**src/hdl/kwch_pkg.sv**
```systemverilog
`timescale 1ns / 1ps
package kwch_pkg;
  localparam int HistBins = 4096;
  localparam int IdxW = 12;
  localparam int SumW = 40;
  localparam int TotW = 48;
  localparam int NormW = 17;
  localparam int Lanes = 3;

  typedef enum logic [1:0] {
    MODE_CLEAR = 2'd0,
    MODE_ACC   = 2'd1,
    MODE_READ  = 2'd2,
    MODE_NONE  = 2'd3
  } mode_t;

  typedef enum logic [2:0] {
    CFG_BINS_FIRST  = 3'd0,
    CFG_BINS_SECOND = 3'd1,
    CFG_BINS_THIRD  = 3'd2,
    CFG_RANGE_MIN   = 3'd3,
    CFG_RANGE_MAX   = 3'd4,
    CFG_CHANNELS    = 3'd5
  } cfg_idx_t;

  // per-lane result: bin and out-of-range flag
  typedef struct packed {
    logic [3:0] bin;
    logic       flag;
  } lane_res_t;

  function automatic logic [4:0] clip_bins(input logic [4:0] n);
    logic [4:0] r;
    r = n;
    if (n < 5'd2) r = 5'd2;
    if (n > 5'd16) r = 5'd16;
    return r;
  endfunction
endpackage

```
**src/hdl/kwch_lane.sv**
```systemverilog
`timescale 1ns / 1ps
// One channel: clamp, scale by (bins-1), divide by span (iterative, 12 steps).
module kwch_lane (
  input  logic                       clk,
  input  logic                       rst,
  input  logic                       start,
  input  logic [7:0]                 val,
  input  logic [4:0]                 nbins,
  input  logic [7:0]                 rmin,
  input  logic [7:0]                 rmax,
  output logic                       done,
  output kwch_pkg::lane_res_t        res
);
  import kwch_pkg::*;
  logic [11:0] quo;
  logic [8:0]  rem;
  logic [7:0]  span;
  logic [3:0]  cnt;
  logic        busy;
  logic        flag;
  logic [7:0]  v;
  logic [9:0]  trial;
  logic [11:0] prod;

  always_comb begin
    v = val;
    if (val < rmin) v = rmin;
    if (val > rmax) v = rmax;
    prod = 12'((v - rmin) * (nbins - 5'd1));
    trial = {rem, quo[11]} - {2'b0, span};
  end

  // restoring division, one quotient bit a cycle
  always_ff @(posedge clk) begin
    if (rst) begin
      busy <= 1'b0;
      done <= 1'b0;
    end else begin
      done <= 1'b0;
      if (start) begin
        span <= rmax - rmin;
        flag <= (rmax <= rmin) || (val < rmin) || (val > rmax);
        quo  <= (rmax <= rmin) ? 12'd0 : prod;
        rem  <= 9'd0;
        cnt  <= 4'd0;
        busy <= 1'b1;
      end else if (busy) begin
        if (!trial[9]) begin
          rem <= trial[8:0];
          quo <= {quo[10:0], 1'b1};
        end else begin
          rem <= {rem[7:0], quo[11]};
          quo <= {quo[10:0], 1'b0};
        end
        cnt <= cnt + 4'd1;
        if (cnt == 4'd11) begin
          busy <= 1'b0;
          done <= 1'b1;
        end
      end
    end
  end

  assign res.bin  = (span == 8'd0) ? 4'd0 : quo[3:0];
  assign res.flag = flag;
endmodule

```
**config.mk**
```make
export PLATFORM = sky130hd
export DESIGN_NAME = kwch_lane
export DESIGN_NICKNAME = d
export VERILOG_FILES = /design/src/hdl/kwch_pkg.sv /design/src/hdl/kwch_lane.sv
export SDC_FILE = /design/constraint.sdc
export NUM_CORES = 1
export LEC_CHECK = 0
export BUFFER_PORTS_ARGS = -buffer_cell sky130_fd_sc_hd__buf_2
export CAP_MARGIN = 20
export CORE_AREA = 10 10 115 117
export CTS_CLUSTER_SIZE = 10
export DETAILED_ROUTE_END_ITERATION = 16
export DIE_AREA = 0 0 125 127
export PLACE_DENSITY = 0.63
export SLEW_MARGIN = 15
export SYNTH_ARGS = -nofsm -noshare
export SYNTH_HDL_FRONTEND = slang
export SYNTH_SLANG_ARGS = --single-unit
```
**constraint.sdc**
```tcl
create_clock -name clk -period 12.87 [get_ports clk]
set_input_delay 3.2175 -clock clk [delete_from_list [all_inputs] [get_ports clk]]
set_output_delay 3.2175 -clock clk [all_outputs]
set_load 0.02 [all_outputs]
```
# --- Yosys cells after proc, flatten, opt, wreduce, memory -nomap -nowiden ---
# Index checks and enable logic that the tools add are counted.
word_totals:
  regBits: 36
  latch_bits: 0
  ram_bits: 0
  rom_bits: 0
  out_inout_bits: 6
  mem_count: 0
classes:
  addsub: 5
  n_mul: 1
  div_mod_pow: 0
  magnitude_cmp: 3
  n_eq_ne: 1
  n_shift: 0
  muxes: 14
  bitwise: 2
  reduce_logical: 7
ops:
  columns: ["cell", "n"]
  rows:
  - ["$mux 12", 3]
  - ["$mux 9", 2]
  - ["$mux 8", 2]
  - ["$mul 9x6->12", 1]
  - ["$sub 10x8->10", 1]
  - ["$sub 8x8->9", 1]
  - ["$gt 8x8->1", 1]
  - ["$le 8x8->1", 1]
  - ["$logic_not 8->1", 1]
  - ["$lt 8x8->1", 1]
  - ["$mux 4", 2]
  - ["$sub 8x8->8", 1]
  - ["$sub 5x1->6 const B", 1]
  - ["$mux 1", 5]
  - ["$add 4x1->4 const B", 1]
  - ["$eq 4x4->1 const B", 1]
  - ["$reduce_and 2->1", 2]
  - ["$reduce_or 3->1", 1]
  - ["$logic_or 1x1->1", 2]
  - ["$not 1->1", 2]
  - ["$reduce_bool 2->1", 1]

# --- Logic depth before layout (Yosys ltp) ---
depth:
  depth_word: 7
  ltp_mapped: 35
  ltp_nobuf: 34

# --- Least setup slack after synthesis ---
# Ideal clock, no wire load.
synth_timing:
  path_kind: "input -> register"
  startpoint: "input port rmin[1]"
  endpoint: "register quo[11] (data pin)"
  setup_time_ns: 0.143
  t_arrival_ns: 9.777
  required_time_ns: 12.727
  slack_ns: 2.950
  cell_stages: 32
  path_buffers: 0
  cell_sequence: "inv_1 -> ha_1 -> a21boi_1 -> o21a_1 -> o21ai_1 -> a21oi_2 -> o221ai_4 -> mux2_2 -> mux2_2 -> ha_1 -> a21o_1 -> a21o_1 -> nor2_1 -> xor2_1 -> nor2_1 -> fa_1 -> inv_1 -> fa_1 -> inv_1 -> fa_1 -> inv_1 -> fa_1 -> inv_1 -> ha_1 -> a21o_1 -> a41oi_2 -> o21ai_2 -> o31ai_2 -> xnor2_1 -> xnor2_1 -> xnor3_1 -> o2bb2ai_2"
synth_via:
  elab_chain_len: 7
  elab_cells_between_ends: 8
  cone_classes: "add/sub (1); mul (1); order compare (2); mux (4)"
synth_lines:
  columns: ["item", "line", "source"]
  rows:
  - ["from (decl)", "kwch_lane.sv:9", "input logic [7:0] rmin,"]
  - ["$lt 8x8->1", "kwch_lane.sv:27", "if (val < rmin) v = rmin;"]
  - ["$mux 8", "kwch_lane.sv:27", null]
  - ["$mux 8", "kwch_lane.sv:28", "if (val > rmax) v = rmax;"]
  - ["$sub 8x8->9", "kwch_lane.sv:29", "prod = 12'((v - rmin) * (nbins - 5'd1));"]
  - ["$mul 9x6->12", "kwch_lane.sv:29", null]
  - ["$mux 12 (*)", "kwch_lane.sv:43", "quo <= (rmax <= rmin) ? 12'd0 : prod;"]
  - ["$mux 12 (*)", "kwch_lane.sv:40", "if (start) begin"]
  - ["to (signal assigned)", "kwch_lane.sv:43", null]
  - ["to (signal assigned)", "kwch_lane.sv:50", "quo <= {quo[10:0], 1'b1};"]
  - ["to (signal assigned)", "kwch_lane.sv:53", "quo <= {quo[10:0], 1'b0};"]
  - ["to (decl)", "kwch_lane.sv:15", "logic [11:0] quo;"]
# Every way passes the cells marked *; elsewhere a longest branch is shown, timed or not.
# A chain may end at the register's enable or synchronous reset.

# --- Worst setup path after layout ---
layout_timing:
  startpoint: "input port rmax[1]"
  endpoint: "register quo[11] (data pin)"
layout_via:
  elab_chain_len: 6
  elab_cells_between_ends: 7
  cone_classes: "add/sub (1); mul (1); order compare (2); mux (3)"
layout_lines:
  columns: ["item", "line", "source"]
  rows:
  - ["from (decl)", "kwch_lane.sv:10", "input logic [7:0] rmax,"]
  - ["$gt 8x8->1", "kwch_lane.sv:28", null]
  - ["$mux 8", "kwch_lane.sv:28", null]
  - ["$sub 8x8->9", "kwch_lane.sv:29", null]
  - ["$mul 9x6->12", "kwch_lane.sv:29", null]
  - ["$mux 12 (*)", "kwch_lane.sv:43", null]
  - ["$mux 12 (*)", "kwch_lane.sv:40", null]
# Marked as above.

==> metrics.txt <==
layout filler cell count=1086; vias per cell=approximately 5.1; WL met3=between 200 and 300 um; Final Wtd Congestion=about 0.83; max_slew headroom=0.323; global-route wire length before repair=16900 um; max-slew violations=0; vias in the first global route=approximately 3600; total grt overflow=0; core area=roughly 11000 um2; endpoints failing setup=0; Fmax=approximately 0.097 GHz; final hold vios=0; Clock Skews=between 1.5 and 2 ps; IO Pins=38; Antenna diodes=0; worst path bufs/invs=6; post-route clock period utilization=0.804; Power Density=about 210 nW/um2; slowest stage delay, CP=~560 ps; Die Ht=127 um; post-synthesis sequential area ratio=0.229; Clk Latency, worst-skew pair=270 ps; ys flop type=edfxtp_1; Crit. End Element=register; area leader, netlist=edfxtp_1; remaining antenna violation count=0; Sink Count=36; final WL=between 9000 and 10000 um; Routed WL per cell=~15 um; die width=about 130 um; layout cells sized above 1=0.159; I/O Buffers=37; fin crit period=approximately 10000 ps; maximum fanout along the worst path=10; Least-Margin Pin Slew=~1000 ps; Seq. cell area=1060 um2; postcts setup bufs=0; Syn Nets=about 610; Crit path top cell by count=inv_1; startpoint class of the critical path=primary input; design area=5110 um2; kind of critical path=in2reg; Clock H-tree levels=2; ys async rst share=0; CP top delay family=adder cells; non-filler cells, final=between 600 and 700; initial drt markers=118; Synth area leaders=edfxtp_1 (22%), ha_1 (16%), fa_1 (14%); most frequent cell after synthesis=nor2_1; crit path max-delay cell type=fa_1; Reg clk slew, reported paths=approximately 50 ps; CTS Buf Count=5; Placement Cell Area=about 5000 um2; worst hold path class=reg2reg; Final nets=643; RSZ-0062 raised after global routing=false; Multi-input gate area=between 3000 and 4000 um2; max cap viols=0; DP Cell Count=653; wire length on met2=about 4700 um; CTS Buffer Depth=2; Yosys warning count=0; Syn Std Cell Area=4630 um2; final core occ=0.459; Vias=about 3400; Synth Register Bits=36; synthesis-to-finish area growth=10.3%; GRT Overall Usage=0.123; largest net degree at the start of global routing=29; Setup TNS=0 ps; DRT Pass-1 Iters=4; Initial Utilization=0.416; critical path arrival=10480 ps; Critical Path RT=around 13000 ps; row count=39; Post-CTS Resized=0; Leakage=roughly 2.4 nW; Syn Inst Count=479; syn_area_per_cell=9.67 um2; die footprint=around 16000 um2; hold_ws=around 480 ps; Hold Buf Count CTS=0; VDD IR-drop max=0.195 mV; EDFF count, synth=34; status=completed; detailed placer's ending HPWL=around 8000 um; # DRC=0; M1 WL=around 4600 um; Yosys cell types=60; Clock Tree Root=clkbuf_16; Max Used Layer=met4; Yosys top cell area share=0.220; CTS tree=done; Post-synth top cells=nor2_1 (69), ha_1 (61), inv_1 (57), edfxtp_1 (34), fa_1 (33); initial antenna violation count=0
==> metal layers <==
| layer | global-route usage | vias up |
|---|---|---|
| met1 | 0.159 | 1608 |
| met3 | 0.0194 | 4 |
| li1 | - | 1719 |
| met5 | 0 | - |
| met4 | 0.0325 | 0 |
| met2 | 0.211 | 54 |
==> path summary, 6_finish.rpt <==
path                            cells past startpoint              start              endpoint  slack, ps
worst max-delay path                               33            rmax[1]     quo[11]$_DFFE_PP_       2520
worst min-delay path                                1    busy$_SDFF_PP0_       done$_SDFF_PP0_        480
worst max register to register                     11  span[1]$_DFFE_PP_  rem[0]$_SDFFCE_PP0P_       9820
worst min register to register                      1    busy$_SDFF_PP0_       done$_SDFF_PP0_        480
==> final cells by class <==
class,instances,share of cell area
clock inverter,2,0.00147
sequential,36,0.208
inverter,58,0.0426
tap,143,0.0350
clock buffer,5,0.0245
timing repair buffer,41,0.0421
multi-input combinational,375,0.647
==> placed cells by master (no fill, tap or decap), types with 6 or more instances in the layout <==
| master | n |
|---|---|
| ha_1 | 61 |
| nor2b_1 | 8 |
| a21oi_1 | 20 |
| buf_2 | 37 |
| nand2_1 | 18 |
| fa_1 | 33 |
| edfxtp_1 | 34 |
| xor2_1 | 14 |
| a21o_1 | 10 |
| or2_2 | 8 |
| nand2b_1 | 6 |
| o21a_1 | 6 |
| o21ai_0 | 10 |
| mux2i_1 | 20 |
| nor2_1 | 68 |
| inv_1 | 57 |
| xnor2_1 | 16 |
==> registers in the layout, indices dropped and copies added, names as in the netlist <==
signal  count
flag        1
done        1
busy        1
span        8
rem         9
cnt         4
quo        12
==> logic make-up (layout without fill, tap and decap cells) <==
logic type                 count (synthesis)  after routing  share of synthesized area
AOI/OAI and AO/OA                         84             84                      0.143
xor gates and xnor gates                  31             31                     0.0616
adders and majority gates                 94             94                      0.307
buffers and inverters                     68            106                     0.0581
DFF                                       36             36                      0.229
muxes                                     25             25                     0.0554
and+or+nand+nor                          141            141                      0.146
==> power breakdown <==
group / total, W / switching (W) / internal, W
Sequential: 0.000163 / 0.00000846 / 0.000155
Combinational: 0.000782 / 0.000426 / 0.000355
Clock: 0.000112 / 0.0000424 / 0.0000692
==> through the flow <==
step           total power [W]  setup slack (ps)
6_report               0.00106              2520
5_1_grt                0.00119              1900
4_1_cts                0.00107              2510
3_5_place_dp          0.000941              2240
3_3_place_gp          0.000931              2460
2_1_floorplan         0.000804              2950
Note: power is estimated with default switching activity, not from simulation.
