$ cat config.mk
export PLATFORM = sky130hd
export DESIGN_NAME = kwch_divq
export DESIGN_NICKNAME = d
export VERILOG_FILES = /design/src/hdl/kwch_pkg.sv /design/src/hdl/kwch_divq.sv
export SDC_FILE = /design/constraint.sdc
export NUM_CORES = 1
export LEC_CHECK = 0
export BUFFER_PORTS_ARGS = -buffer_cell sky130_fd_sc_hd__buf_2
export CAP_MARGIN = 5
export CORE_ASPECT_RATIO = 1.5
export CORE_UTILIZATION = 45
export DETAILED_ROUTE_END_ITERATION = 8
export PLACE_DENSITY = 0.72
export SETUP_SLACK_MARGIN = 0.3
export SYNTH_ARGS = -nofsm -noshare
export SYNTH_HDL_FRONTEND = slang
export SYNTH_SLANG_ARGS = --single-unit
export TNS_END_PERCENT = 20
$ cat constraint.sdc
create_clock -name clk -period 19.3 [get_ports clk]
set_input_delay 1.93 -clock clk [delete_from_list [all_inputs] [get_ports clk]]
set_output_delay 1.93 -clock clk [all_outputs]
set_load 0.01 [all_outputs]
$ cat src/hdl/kwch_pkg.sv
`timescale 1ns / 1ps
package kwch_pkg;
  localparam int HistBins = 4096;
  localparam int IdxW = 12;
  localparam int SumW = 40;
  localparam int TotW = 48;
  localparam int NormW = 17;
  localparam int Lanes = 3;

  typedef enum logic [1:0] {
    MODE_CLEAR = 2'd0,
    MODE_ACC   = 2'd1,
    MODE_READ  = 2'd2,
    MODE_NONE  = 2'd3
  } mode_t;

  typedef enum logic [2:0] {
    CFG_BINS_FIRST  = 3'd0,
    CFG_BINS_SECOND = 3'd1,
    CFG_BINS_THIRD  = 3'd2,
    CFG_RANGE_MIN   = 3'd3,
    CFG_RANGE_MAX   = 3'd4,
    CFG_CHANNELS    = 3'd5
  } cfg_idx_t;

  // per-lane result: bin and out-of-range flag
  typedef struct packed {
    logic [3:0] bin;
    logic       flag;
  } lane_res_t;

  function automatic logic [4:0] clip_bins(input logic [4:0] n);
    logic [4:0] r;
    r = n;
    if (n < 5'd2) r = 5'd2;
    if (n > 5'd16) r = 5'd16;
    return r;
  endfunction
endpackage

$ cat src/hdl/kwch_divq.sv
`timescale 1ns / 1ps
// floor(sum*65536/total) saturated to 65536; one bit a cycle, 56 quotient bits.
module kwch_divq (
  input  logic                          clk,
  input  logic                          rst,
  input  logic                          start,
  input  logic [kwch_pkg::SumW-1:0]     sum,
  input  logic [kwch_pkg::TotW-1:0]     total,
  output logic                          done,
  output logic [kwch_pkg::NormW-1:0]    quot
);
  import kwch_pkg::*;
  logic [SumW+15:0] num;
  logic [TotW:0]    rem;
  logic [TotW-1:0]  den;
  logic [SumW+15:0] qf;
  logic [5:0]       cnt;
  logic             busy;
  logic             zero;
  logic [TotW+1:0]  trial;

  assign trial = {rem, num[SumW+15]} - {2'b0, den};

  // restoring division over the whole shifted numerator
  always_ff @(posedge clk) begin
    if (rst) begin
      busy <= 1'b0;
      done <= 1'b0;
    end else begin
      done <= 1'b0;
      if (start) begin
        num  <= {sum, 16'd0};
        den  <= total;
        zero <= (total == '0);
        rem  <= '0;
        qf   <= '0;
        cnt  <= '0;
        busy <= 1'b1;
      end else if (busy) begin
        num <= {num[SumW+14:0], 1'b0};
        if (!trial[TotW+1]) rem <= trial[TotW:0];
        else rem <= {rem[TotW-1:0], num[SumW+15]};
        qf  <= {qf[SumW+14:0], ~trial[TotW+1]};
        cnt <= cnt + 6'd1;
        if (cnt == 6'(SumW + 15)) begin
          busy <= 1'b0;
          done <= 1'b1;
        end
      end
    end
  end

  // saturate at one; zero total gives zero
  always_comb begin
    quot = '0;
    if (!zero) begin
      if (qf > (SumW+16)'(65536)) quot = 17'd65536;
      else quot = qf[16:0];
    end
  end
endmodule

==> Word level (Yosys, flattened, before mapping) <==
Cells that the tools add are included.
{ "word_totals": {"ff_bits": 217, "inputBits": 91, "word_cells": 33} }
{ "classes": {"addsub": 2, "magnitude_cmp": 1, "n_eq_ne": 1, "muxes": 12, "bitwise_logic": 3, "reduce_logical": 5} }
{ "ops": {"columns": ["op", "count"], "rows": [
  ["56-bit two-way mux", 3],
  ["49-bit two-way mux", 2],
  ["56-bit by 17-bit greater-than comparator with 1-bit output, second input constant", 1],
  ["50-bit by 48-bit subtractor with 50-bit output", 1],
  ["48-bit zero test", 1],
  ["17-bit two-way mux", 2],
  ["6-bit by 1-bit adder with 6-bit output, second input constant", 1],
  ["6-bit == test, second input constant", 1],
  ["6-bit two-way mux", 1],
  ["1-bit two-way mux", 4],
  ["2-bit AND reduction", 2],
  ["1-bit NOT", 3],
  ["3-bit OR reduction", 1],
  ["2-bit nonzero test", 1]
]} }

==> Longest topological paths before layout <==
Gate-level depths: netlist of run 1.
{ "depth": {"depth_word": 4, "depth_mapped": 15, "depth_no_buf": 13} }

==> Worst setup path after synthesis of run 1 <==
OpenSTA, ideal clock, no wires.
{ "synth_timing": {"path_kind": "input port to flip-flop", "startpoint": "input start", "endpoint": "register busy", "setup_ns": 0.085, "t_arrival_ns": 9.543, "slack_ns": 9.672, "cell_stages": 5, "path_buffers": 2, "path_cell_list": "clkbuf_1 buf_1 nor2_1 nor2_1 o31a_1"} }
{ "synth_via": {"elab_chain_len": 1} }
{ "synth_lines": {"columns": ["element", "line_no", "source"], "rows": [
  ["start, declared", "kwch_divq.sv:6", "input logic start,"],
  ["1-bit two-way mux", "kwch_divq.sv:31", "if (start) begin"],
  ["end signal, assigned", "kwch_divq.sv:27", "busy <= 1'b0;"],
  ["end signal, assigned", "kwch_divq.sv:38", "busy <= 1'b1;"],
  ["end signal, assigned", "kwch_divq.sv:46", "busy <= 1'b0;"],
  ["end, declared", "kwch_divq.sv:18", "logic busy;"]
]} }
Every way passes these cells.
A chain may end at the register's enable or synchronous reset.

==> Worst setup path after layout of run 1 <==
{ "layout_timing": {"startpoint": "register qf[0]", "endpoint": "output quot[0] in the netlist's numbering"} }
{ "layout_via": {"elab_chain_len": 3} }
{ "layout_lines": {"columns": ["element", "line_no", "source"], "rows": [
  ["start, declared", "kwch_divq.sv:16", "logic [SumW+15:0] qf;"],
  ["start signal, assigned", "kwch_divq.sv:43", "qf <= {qf[SumW+14:0], ~trial[TotW+1]};"],
  ["56-bit by 17-bit greater-than comparator with 1-bit output", "kwch_divq.sv:57", "if (qf > (SumW+16)'(65536)) quot = 17'd65536;"],
  ["17-bit two-way mux *", "kwch_divq.sv:57", null],
  ["17-bit two-way mux *", "kwch_divq.sv:56", "if (!zero) begin"],
  ["end, declared", "kwch_divq.sv:10", "output logic [kwch_pkg::NormW-1:0] quot"]
]} }
Every way passes the cells marked *; elsewhere a longest branch is shown, timed or not.

==> results of run 1 <==
## worst reg2reg max path, cell delays in order (launching register included)
cell	delay, ps
sky130_fd_sc_hd__edfxtp_1	410
sky130_fd_sc_hd__ha_1	400
sky130_fd_sc_hd__a21oi_1	210
sky130_fd_sc_hd__o21ai_2	100
sky130_fd_sc_hd__o2111ai_2	320
sky130_fd_sc_hd__a2111oi_2	110
sky130_fd_sc_hd__o2111ai_1	230
sky130_fd_sc_hd__nand2_1	100
sky130_fd_sc_hd__o21a_2	250
sky130_fd_sc_hd__o311ai_4	730
sky130_fd_sc_hd__buf_4	700
sky130_fd_sc_hd__mux2i_1	310
sky130_fd_sc_hd__nor2_1	70
## power breakdown
group          total (mW)  internal, mW  switching, mW
clock               0.429         0.254          0.175
sequential          0.542         0.527         0.0157
combinational       0.275         0.117          0.157
total                1.25         0.898          0.348
## per-stage QoR
step                utilization, %  hold slack (ps)  instance area (µm²)  power, mW
floorplan                        -              414                11200      0.779
global placement              49.0              438                12000      0.820
detailed placement            49.0              443                12000      0.825
CTS                           51.9              451                12700       1.26
global route                  51.9              463                12700       1.31
finish                        51.9              447                12700       1.25
## path summary, 6_finish.rpt
kind	endpoint	slack (ps)	depth (start not counted)
max	quot[0]	14750	5
min	done$_SDFF_PP0_	450	2
max reg2reg	rem[18]$_SDFFCE_PP0P_	15080	12
min reg2reg	done$_SDFF_PP0_	450	2
## cell type report
cell class / instances / area [µm²]
Clock buffer: 23 / 533
Sequential cell: 202 / 6050
Tap cell: 324 / 405
Fill cell: 2138 / 11800
Timing Repair Buffer: 114 / 588
Clock inverter: 14 / 183
Inverter: 60 / 225
Multi-Input combinational cell: 656 / 4710
## state kept, by name (all words and copies together) (netlist names)
name and flops:
den 48, zero 1, qf 56, done 1, num 40, busy 1, rem 49, cnt 6
## cell families (layout without fill, tap and decap cells)
group                    Yosys count  in the layout
AO/OA/AOI/OAI                    176            176
flip-flops                       202            202
multiplexers                      81             81
buffers and inverters             93            211
AND/OR/NAND/NOR                  302            302
adder cells (fa/ha/maj)           50             50
XOR/XNOR                          47             47
## per-layer routing
metal	part of all wire (%)	GRT usage, %
met1	40	23.2
met5	0	0
met4	4.1	8.85
met2	51	33.5
met3	4.9	3.26
## synthesized netlist by cell type, types with 15 or more instances
cell,number
sky130_fd_sc_hd__a21o_1,15
sky130_fd_sc_hd__a21oi_1,61
sky130_fd_sc_hd__and3_1,22
sky130_fd_sc_hd__clkbuf_1,16
sky130_fd_sc_hd__edfxtp_1,200
sky130_fd_sc_hd__ha_1,49
sky130_fd_sc_hd__inv_1,60
sky130_fd_sc_hd__mux2_2,39
sky130_fd_sc_hd__mux2i_1,42
sky130_fd_sc_hd__nand2_1,41
sky130_fd_sc_hd__nand3_1,15
sky130_fd_sc_hd__nor2_1,86
sky130_fd_sc_hd__nor2b_1,64
sky130_fd_sc_hd__nor4_1,25
sky130_fd_sc_hd__o21ai_0,24
sky130_fd_sc_hd__xnor2_1,31
sky130_fd_sc_hd__xor2_1,16
## placed cells by master (no fill, tap or decap), types with 4 or more instances in the layout
cell type,synthesis,final
sky130_fd_sc_hd__edfxtp_1,200,200
sky130_fd_sc_hd__buf_2,3,107
sky130_fd_sc_hd__nor2_1,86,85
sky130_fd_sc_hd__nor2b_1,64,63
sky130_fd_sc_hd__a21oi_1,61,61
sky130_fd_sc_hd__inv_1,60,60
sky130_fd_sc_hd__ha_1,49,49
sky130_fd_sc_hd__mux2i_1,42,42
sky130_fd_sc_hd__nand2_1,41,41
sky130_fd_sc_hd__mux2_2,39,39
sky130_fd_sc_hd__xnor2_1,31,31
sky130_fd_sc_hd__nor4_1,25,25
sky130_fd_sc_hd__o21ai_0,24,24
sky130_fd_sc_hd__and3_1,22,22
sky130_fd_sc_hd__clkbuf_16,0,21
sky130_fd_sc_hd__xor2_1,16,16
sky130_fd_sc_hd__nand3_1,15,15
sky130_fd_sc_hd__a21o_1,15,15
sky130_fd_sc_hd__nor3_1,12,12
sky130_fd_sc_hd__nand4_1,9,9
sky130_fd_sc_hd__o21bai_1,7,7
sky130_fd_sc_hd__buf_4,0,7
sky130_fd_sc_hd__o21ai_1,6,6
sky130_fd_sc_hd__a31oi_1,5,5
sky130_fd_sc_hd__o21a_1,5,5
sky130_fd_sc_hd__o31a_1,5,5
sky130_fd_sc_hd__or3_1,5,5
sky130_fd_sc_hd__and2_1,4,4
sky130_fd_sc_hd__a211oi_2,4,4
sky130_fd_sc_hd__o31ai_1,4,4
sky130_fd_sc_hd__a31o_2,4,4
sky130_fd_sc_hd__bufinv_16,0,4
sky130_fd_sc_hd__clkinv_2,0,4
==> impl_metrics.json, run 1 <==
{
  "outcome": "complete, no violations",
  "synth_mux_area_share_pct": 7.66,
  "syn_avg_cell_area_um2": 11.8,
  "timing.final.crit_period_ps": 4550,
  "timing.final.setup_violations": 0,
  "first_global_vias": 7987,
  "timing.final.hold_violations": 0,
  "synth-simple-area-share_pct": 14.0,
  "placeable_core_region_um2": 24400,
  "core.rowCount": 70,
  "timing.critical_path.slowest_cell_delay_ps": 780,
  "worstSetupEndpointType": "output port",
  "cts_tree": "yes",
  "worstReg2RegStart": "rem[11]$_SDFFCE_PP0P_",
  "post_cts.repair.setup_buffers": 0,
  "ant_nets": 0,
  "final_routed_wirelength_um": 23500,
  "detailedPlace.worstSlack_ps": 14700,
  "overflow": 0,
  "drt-vias-per-instance": 5.48,
  "design.die.area_um2": 25600,
  "critPathSlowestCell": "sky130_fd_sc_hd__a21oi_1",
  "insertion_delay_ps": 510,
  "worstPathArrival_ps": 2620,
  "tritoncts_num_sinks": 202,
  "synth-warning-count": 0,
  "adder_and_majority_cell_fraction_of_the_synthesized_area_pct": 5.64,
  "clk_pin_slew_ps": 60,
  "synthDominantCellAreaShare_pct": 53.5,
  "route.detailed.drc": 0,
  "hpwlAfterDp_um": 16700,
  "drt_iter0_drc": 346,
  "skew_final_ps": 11.3,
  "fin_setup_tns_ps": 0,
  "routed-via-count": 7630,
  "first_pass_grt_wire_length_um": 39100,
  "post_cts_hold_fix_bufs": 0,
  "wl_per_cell_um": 16.9,
  "synth_cells": 951,
  "ys.flop_type": "sky130_fd_sc_hd__edfxtp_1",
  "tightest_slew_ps": 1120,
  "yosys.area_share.xor_xnor_pct": 3.67,
  "root_buffer": "sky130_fd_sc_hd__clkbuf_16",
  "net_count_reported_at_finish": 1196,
  "worst_setup_path_class": "reg2out",
  "synthesis.nets": 1092,
  "initial_standard_cell_utilization_of_the_core_pct": 45.9,
  "max-vdd-ir-drop_v": 0.0000646,
  "htreeDepth": 1,
  "worst_ep_required_time_ps": 17370,
  "port_buffers": 108,
  "grt_setup_unrepaired": "no",
  "largest_family_of_logic_cells_by_synthesized_area": "simple AND/OR/NAND/NOR gates",
  "antennaDiodeCount": 0,
  "fp.dieH_um": 195,
  "number_of_i_o_pins": 109,
  "cts.path.max_buffers": 3,
  "synthesized_area_fraction_occupied_by_ao_oa_aoi_and_oai_cells_pct": 10.9,
  "power_leakage_nw": 5.09,
  "post-synth-top-area-cell": "sky130_fd_sc_hd__edfxtp_1",
  "ys_seq_area_share_pct": 53.9,
  "share_of_the_cycle_needed_by_the_critical_path_after_routing_pct": 23.5,
  "cts_made_buffers": 21,
  "postCtsResizedCells": 0,
  "dieWidth_um": 131,
  "crit_path_start_kind": "flop",
  "antenna_violations_before_repair": 0,
  "synth.cell_area_um2": 11200,
  "setup.worst_path.start": "qf[0]$_SDFFCE_PP0P_",
  "globalRouteTotalUtil_pct": 19.4,
  "grt_start_max_net_pins": 108,
  "fmaxAchievable_mhz": 220,
  "yosysUniqueCellTypes": 70,
  "cp_cell_sequence": "nor4_1, nand4_1, a21oi_1, and3_1, buf_2",
  "async_flop_share_pct": 0,
  "drt-pass1-iter-count": 5,
  "postLayoutSetupSlackWorst_ps": 14750,
  "synth_enable_flop_cells": 200,
  "yosys-top-cells-area": "sky130_fd_sc_hd__edfxtp_1 (54%), sky130_fd_sc_hd__ha_1 (5.5%), sky130_fd_sc_hd__mux2_2 (3.9%), sky130_fd_sc_hd__mux2i_1 (3.7%), sky130_fd_sc_hd__nor2b_1 (3.6%)",
  "critical_path_fanout_max": 16,
  "critical_path.n_buffers_inverters": 1,
  "place_congestion": 0.868,
  "final-max-slew-violation-count": 0,
  "place_inst": 1356,
  "pwr_density_cell_nw_per_um2": 98.2,
  "synth_seq_cells": 202,
  "layoutNonFillerInstCount": 1393,
  "crit_family": "compound AO/OA/AOI/OAI gates",
  "post_route_cells_drive_above_1_share_pct": 20.6,
  "area.growth.synth_to_final_pct": 13.1,
  "relSlewSlack_pct": 25.0,
  "max_cap_violations": 0,
  "hold_path_startpoint": "busy$_SDFF_PP0_",
  "worstHoldPathType": "reg2reg"
}
Power figures use the tool's default switching activity.
==> run 2: changes to the inputs <==
- ABC_AREA: unset -> 1
- clock period: 19.3 -> 4.55 ns (I/O delays scaled with it)
==> impl_metrics.json, run 2 <==
{
  "outcome": "complete, no violations",
  "ys.flop_type": "sky130_fd_sc_hd__edfxtp_1",
  "timing.critical_path.slowest_cell_delay_ps": 450,
  "wl_per_cell_um": 14.7,
  "worst_setup_path_class": "reg2out",
  "skew_final_ps": 14.4,
  "synthTopCellsByCount": "sky130_fd_sc_hd__nand2_1 (604), sky130_fd_sc_hd__inv_1 (331), sky130_fd_sc_hd__nor2_1 (264), sky130_fd_sc_hd__edfxtp_1 (200), sky130_fd_sc_hd__ha_1 (49)",
  "internal-power_mw": 3.65,
  "post-synth-top-area-cell": "sky130_fd_sc_hd__edfxtp_1",
  "critical_path.n_buffers_inverters": 2,
  "drt-vias-per-instance": 4.85,
  "stdcell_area_um2": 14300,
  "ant_nets": 0,
  "antenna_violations_before_repair": 2,
  "synth_cells": 1698,
  "postCtsResizedCells": 0,
  "async_flop_share_pct": 0,
  "routed-via-count": 10500,
  "core.rowCount": 75,
  "drt-pass1-iter-count": 6,
  "hpwlAfterDp_um": 24500,
  "fin_setup_tns_ps": 0,
  "relSlewSlack_pct": 35.9,
  "dpl_cell_area_um2": 13600,
  "overflow": 0,
  "synthesis.nets": 1839,
  "post_route_cells_drive_above_1_share_pct": 9.52,
  "timing.final.setup_violations": 0,
  "layout_common_cells": "sky130_fd_sc_hd__nand2_1 (604), sky130_fd_sc_hd__inv_1 (330), sky130_fd_sc_hd__nor2_1 (263)",
  "final-max-slew-violation-count": 0,
  "place_congestion": 1.01,
  "tightest_slew_ps": 962,
  "report.power.total_mw": 5.35,
  "critical_path_fanout_max": 16,
  "layout.cells.most_common": "sky130_fd_sc_hd__nand2_1",
  "clk_pin_slew_ps": 60,
  "detailedPlace.worstSlack_ps": 1680,
  "synth_enable_flop_cells": 200,
  "initial_standard_cell_utilization_of_the_core_pct": 45.7,
  "timing.final.crit_period_ps": 2920,
  "final_util_pct": 51.2,
  "p_comb_share_pct": 25.2,
  "yosys-top-cells-area": "sky130_fd_sc_hd__edfxtp_1 (47%), sky130_fd_sc_hd__nand2_1 (18%), sky130_fd_sc_hd__inv_1 (9.7%), sky130_fd_sc_hd__nor2_1 (7.8%), sky130_fd_sc_hd__ha_1 (4.8%)",
  "worst_ep_required_time_ps": 4090,
  "register_with_the_most_flip_flops": "qf",
  "net_count_reported_at_finish": 1946,
  "fp.dieH_um": 208,
  "crit_path_start_kind": "flop",
  "first_global_vias": 10500,
  "drt_iter0_drc": 541,
  "most_repeated_cell_in_the_gate_level_netlist_after_synthesis": "sky130_fd_sc_hd__nand2_1",
  "synth_seq_cells": 202,
  "power_leakage_nw": 7.25,
  "max_cap_violations": 0,
  "final_routed_wirelength_um": 31700,
  "first_pass_grt_wire_length_um": 50600,
  "synth-warning-count": 0,
  "placeable_core_region_um2": 27900,
  "cp_cell_sequence": "inv_1, nand4_1, nor4_1, nor2_1, nor2_1, nand4_1, nor2_1, buf_2",
  "number_of_i_o_pins": 109,
  "postLayoutSetupSlackWorst_ps": 1630,
  "worstPathArrival_ps": 2470,
  "biggestRegsByFlops": "qf x56, rem x49, den x48",
  "timing.final.hold_violations": 0,
  "root_buffer": "sky130_fd_sc_hd__clkbuf_16",
  "route.detailed.drc": 0,
  "share_of_the_cycle_needed_by_the_critical_path_after_routing_pct": 64.2,
  "dieWidth_um": 139,
  "yosysUniqueCellTypes": 38,
  "flip_flop_count_of_the_largest_register_all_copies_and_words_added": 56,
  "max-vdd-ir-drop_v": 0.000351,
  "globalRouteTotalUtil_pct": 22.2,
  "worstHoldPathType": "in2reg",
  "crit_family": "simple AND/OR/NAND/NOR gates",
  "grt_start_max_net_pins": 102,
  "pwr_density_cell_nw_per_um2": 375,
  "tritoncts_num_sinks": 202,
  "worstSetupEndpointType": "output port",
  "post_cts_hold_fix_bufs": 0,
  "antennaDiodeCount": 0,
  "design.die.area_um2": 29000,
  "synthDominantCellAreaShare_pct": 47.1,
  "insertion_delay_ps": 520,
  "power_frac_seq_pct": 43.0,
  "cts_tree": "yes",
  "cp_common_cell": "sky130_fd_sc_hd__nor2_1",
  "ys_seq_area_share_pct": 47.4,
  "area.growth.synth_to_final_pct": 12.0,
  "htreeDepth": 1,
  "switching_share_pct": 31.7,
  "cts.path.max_buffers": 3,
  "cp.depth": 8,
  "port_buffers": 108,
  "post_cts.repair.setup_buffers": 0,
  "critPathSlowestCell": "sky130_fd_sc_hd__nand4_1",
  "timing.hold.worst_path_depth": 1,
  "fmaxAchievable_mhz": 342,
  "timing.reg2reg.worst_path_depth": 14,
  "syn_avg_cell_area_um2": 7.51,
  "synth.cell_area_um2": 12700,
  "cts_made_buffers": 22,
  "p_switching_mw": 1.70,
  "pwr-share-clk_pct": 31.8,
  "grt_setup_unrepaired": "no"
}
==> run 2: cell types whose count changed after synthesis, sizes merged, moves of 14 or more <==
| cell | change |
|---|---|
| nand2 | +570 |
| inv | +274 |
| nor2 | +184 |
| nor2b | -66 |
| mux2i | -42 |
| mux2 | -39 |
| a21oi | -29 |
| xnor2 | -29 |
| o21ai | -24 |
| and3 | -23 |
| nand3 | +21 |
| nand3b | +15 |
| a21o | -14 |
==> run 2: path summary, 6_finish.rpt <==
path | start | endpoint | slack [ps]
max | qf[6]$_SDFFCE_PP0P_ | quot[3] | 1630
min | total[10] | den[10]$_DFFE_PP_ | 120
max reg2reg | rem[9]$_SDFFCE_PP0P_ | rem[14]$_SDFFCE_PP0P_ | 1680
min reg2reg | num[22]$_DFFE_PP_ | num[23]$_DFFE_PP_ | 510
==> run 2: cells by family after synthesis <==
logic type	synth area share [%]
AND/OR/NAND/NOR	31.7
buffers and inverters	11.3
flip-flops	47.4
AO/OA/AOI/OAI	2.49
adder cells (fa/ha/maj)	4.97
XOR/XNOR	2.13
==> run 2: stage by stage <==
step                hold slack, ps  std cells
detailed placement             504       2127
CTS                           93.7       2164
global route                   110       2164
floorplan                      487       1698
finish                         124       2164
global placement               495       2127
==> run 2: layout make-up <==
cell class	count	area, µm²
Clock buffer	25	583
Clock inverter	12	90.1
Fill cell	2690	13600
Inverter	334	1250
Multi-Input combinational cell	1131	5280
Sequential cell	202	6050
Tap cell	346	433
Timing Repair Buffer	114	586
==> run 2: worst reg2reg max path, stage by stage (launching register included) <==
cell                       delay [ps]
sky130_fd_sc_hd__edfxtp_1         400
sky130_fd_sc_hd__ha_1             360
sky130_fd_sc_hd__nand2_1          120
sky130_fd_sc_hd__nor2_1           280
sky130_fd_sc_hd__nand2_1          150
sky130_fd_sc_hd__inv_1             70
sky130_fd_sc_hd__nand2_1           60
sky130_fd_sc_hd__nand2_2          120
sky130_fd_sc_hd__nand2_2           90
sky130_fd_sc_hd__nand3_2           90
sky130_fd_sc_hd__nand2_2           70
sky130_fd_sc_hd__nand2_4          480
sky130_fd_sc_hd__nand2_1          180
sky130_fd_sc_hd__nand2_1           90
sky130_fd_sc_hd__nor2_1            50
==> run 2: power groups by stage <==
| stage | clock [mW] | sequential (mW) | combinational [mW] |
|---|---|---|---|
| 3_5_place_dp | 0 | 2.34 | 1.35 |
| 2_1_floorplan | 0 | 2.33 | 1.01 |
| 3_3_place_gp | 0 | 2.34 | 1.33 |
| 5_1_grt | 1.80 | 2.32 | 1.54 |
| 6_report | 1.70 | 2.30 | 1.35 |
| 4_1_cts | 1.75 | 2.30 | 1.36 |
==> run 2: layer usage <==
layer	share of wire (%)	GRT usage (%)
met1	39	24.0
met2	51	41.0
met3	4.6	3.59
met4	5.2	11.9
met5	0.063	0
==> run 3: changes to the inputs <==
- ABC_AREA: 1 -> 0
- PLACE_DENSITY: 0.72 -> 0.75
- clock period: 4.55 -> 2.4 ns (I/O delays scaled with it)
==> impl_metrics.json, run 3 (synthesis gave the netlist of run 1 again) <==
{
  "worstHoldPathType": "in2reg",
  "p_switching_mw": 3.17,
  "violations": "negative setup slack",
  "worstSetupEndpointType": "flop",
  "overflow": 0,
  "cts_tree": "yes",
  "antennaDiodeCount": 0,
  "max_cap_violations": 0,
  "share_of_the_cycle_needed_by_the_critical_path_after_routing_pct": 136,
  "tightest_slew_ps": 573,
  "drt_iter0_drc": 393,
  "postLayoutSetupSlackWorst_ps": -862,
  "power_frac_seq_pct": 39.3,
  "net_count_reported_at_finish": 1445,
  "htreeDepth": 1,
  "number_of_i_o_pins": 109,
  "max-vdd-ir-drop_v": 0.000639,
  "final_routed_wirelength_um": 27800,
  "switching_share_pct": 28.4,
  "area.growth.synth_to_final_pct": 36.0,
  "relSlewSlack_pct": 61.5,
  "pwr-share-clk_pct": 30.5,
  "critical_path_fanout_max": 8,
  "timing.final.crit_period_ps": 3260,
  "globalRouteTotalUtil_pct": 22.1,
  "flip_flop_count_of_the_largest_register_all_copies_and_words_added": 56,
  "timing.final.setup_violations": 51,
  "layout_common_cells": "sky130_fd_sc_hd__edfxtp_1 (200), sky130_fd_sc_hd__buf_4 (188), sky130_fd_sc_hd__buf_2 (107)",
  "cts.path.max_buffers": 3,
  "hpwlAfterDp_um": 18300,
  "drt-vias-per-instance": 5.33,
  "wl_per_cell_um": 17.0,
  "dieWidth_um": 131,
  "first_global_vias": 9148,
  "internal-power_mw": 7.99,
  "power_leakage_nw": 6.36,
  "initial_standard_cell_utilization_of_the_core_pct": 45.9,
  "fin_setup_tns_ps": -38020,
  "root_buffer": "sky130_fd_sc_hd__clkbuf_16",
  "core.rowCount": 70,
  "fmaxAchievable_mhz": 307,
  "timing.final.hold_violations": 0,
  "skew_final_ps": 15.9,
  "grt_setup_unrepaired": "yes",
  "cts_made_buffers": 22,
  "insertion_delay_ps": 510,
  "ant_nets": 0,
  "worst_setup_path_class": "reg2reg",
  "fin_worst_hold_slack_ps": 19.8,
  "pwr_density_cell_nw_per_um2": 731,
  "drt-pass1-iter-count": 5,
  "worstPathArrival_ps": 3510,
  "worst_ep_required_time_ps": 2650,
  "tritoncts_num_sinks": 202,
  "route.detailed.drc": 0,
  "fp.dieH_um": 195,
  "design.die.area_um2": 25600,
  "port_buffers": 108,
  "place_congestion": 0.868,
  "register_with_the_most_flip_flops": "qf",
  "post_route_cells_drive_above_1_share_pct": 35.4,
  "layout.cells.most_common": "sky130_fd_sc_hd__edfxtp_1",
  "first_pass_grt_wire_length_um": 44200,
  "biggestRegsByFlops": "qf x56, rem x49, den x48",
  "antenna_violations_before_repair": 0,
  "grt_start_max_net_pins": 81,
  "final-max-slew-violation-count": 0,
  "clk_pin_slew_ps": 70,
  "crit_path_start_kind": "flop",
  "placeable_core_region_um2": 24400,
  "outcome": "finished with violations",
  "p_comb_share_pct": 30.2,
  "routed-via-count": 8753
}
run 3: changes by cell type in the layout (fill, tap and decap cells not counted), moves of 20 or more:
cell / delta
sky130_fd_sc_hd__nand2_1: -563
sky130_fd_sc_hd__inv_1: -271
sky130_fd_sc_hd__buf_4: +182
sky130_fd_sc_hd__nor2_1: -180
sky130_fd_sc_hd__nor2b_1: +62
sky130_fd_sc_hd__dlygate4sd3_1: +48
sky130_fd_sc_hd__mux2_2: +39
sky130_fd_sc_hd__mux2i_1: +36
sky130_fd_sc_hd__xnor2_1: +29
sky130_fd_sc_hd__and3_1: +22
sky130_fd_sc_hd__a21oi_1: +20
run 3: area by class of cell:
type	instances	area, µm²
Tap cell	324	405
Inverter	60	225
Clock buffer	26	587
Clock inverter	12	123
Fill cell	1879	9180
Sequential cell	202	6050
Multi-Input combinational cell	656	5070
Timing Repair Buffer	362	2790
run 3: routing by layer:
metal	wire length [µm]	GRT usage, %
met5	0	0
met4	1270	9.75
met3	1150	3.04
met2	14500	40.1
met1	10900	25.3
run 3: worst max-delay path: stages (launching register included):
cell and delay [ps]:
sky130_fd_sc_hd__edfxtp_1 410, sky130_fd_sc_hd__inv_2 70, sky130_fd_sc_hd__ha_4 260, sky130_fd_sc_hd__nor2b_4 140, sky130_fd_sc_hd__o2111ai_2 120, sky130_fd_sc_hd__a211o_1 330, sky130_fd_sc_hd__a2111oi_4 380, sky130_fd_sc_hd__o2111ai_2 180
sky130_fd_sc_hd__nand2_1 120, sky130_fd_sc_hd__o2111ai_2 130, sky130_fd_sc_hd__o311ai_4 150, sky130_fd_sc_hd__buf_6 220, sky130_fd_sc_hd__buf_12 150, sky130_fd_sc_hd__mux2i_1 250, sky130_fd_sc_hd__nor2_1 70
run 3: what timing repair did:
item / CTS / global route
resized for setup: 50 / 25
gates cloned: 2 / 3
endpoints found under the hold margin: 48 / 0
hold buffers: 48 / 0
setup endpoints to repair: 67 / 67
pin swaps: 21 / 19
buffers inserted: 9 / 3
run 3: through the flow:
| step | power [mW] | std cells | instance area [µm²] | setup WS, ps | util, % |
|---|---|---|---|---|---|
| final | 11.2 | 1642 | 15300 | -862 | 62.4 |
| after global routing | 11.6 | 1642 | 15300 | -980 | 62.4 |
| after CTS | 11.0 | 1636 | 15000 | -787 | 61.6 |
| after detailed placement | 7.27 | 1539 | 13400 | -935 | 54.9 |
| after global placement | 7.21 | 1539 | 13400 | -806 | 54.9 |
| after floorplan | 6.25 | 951 | 11300 | -790 | - |
run 3: power by group through the flow:
| stage | registers, mW | logic, mW | clock network (mW) |
|---|---|---|---|
| floorplan | 4.40 | 1.85 | 0 |
| global placement | 4.42 | 2.78 | 0 |
| detailed placement | 4.43 | 2.84 | 0 |
| CTS | 4.38 | 3.17 | 3.46 |
| global route | 4.41 | 3.65 | 3.58 |
| finish | 4.38 | 3.37 | 3.41 |
run 3: path summary, 6_finish.rpt:
kind	from	to	slack (ps)	cells after the start
hold / removal	sum[0]	num[16]$_SDFFCE_PN0P_	20	2
hold reg to reg	busy$_SDFF_PP0_	done$_SDFF_PP0_	480	2
setup / recovery	den[1]$_DFFE_PP_	rem[11]$_SDFFCE_PP0P_	-860	14
setup reg to reg	den[1]$_DFFE_PP_	rem[11]$_SDFFCE_PP0P_	-860	14
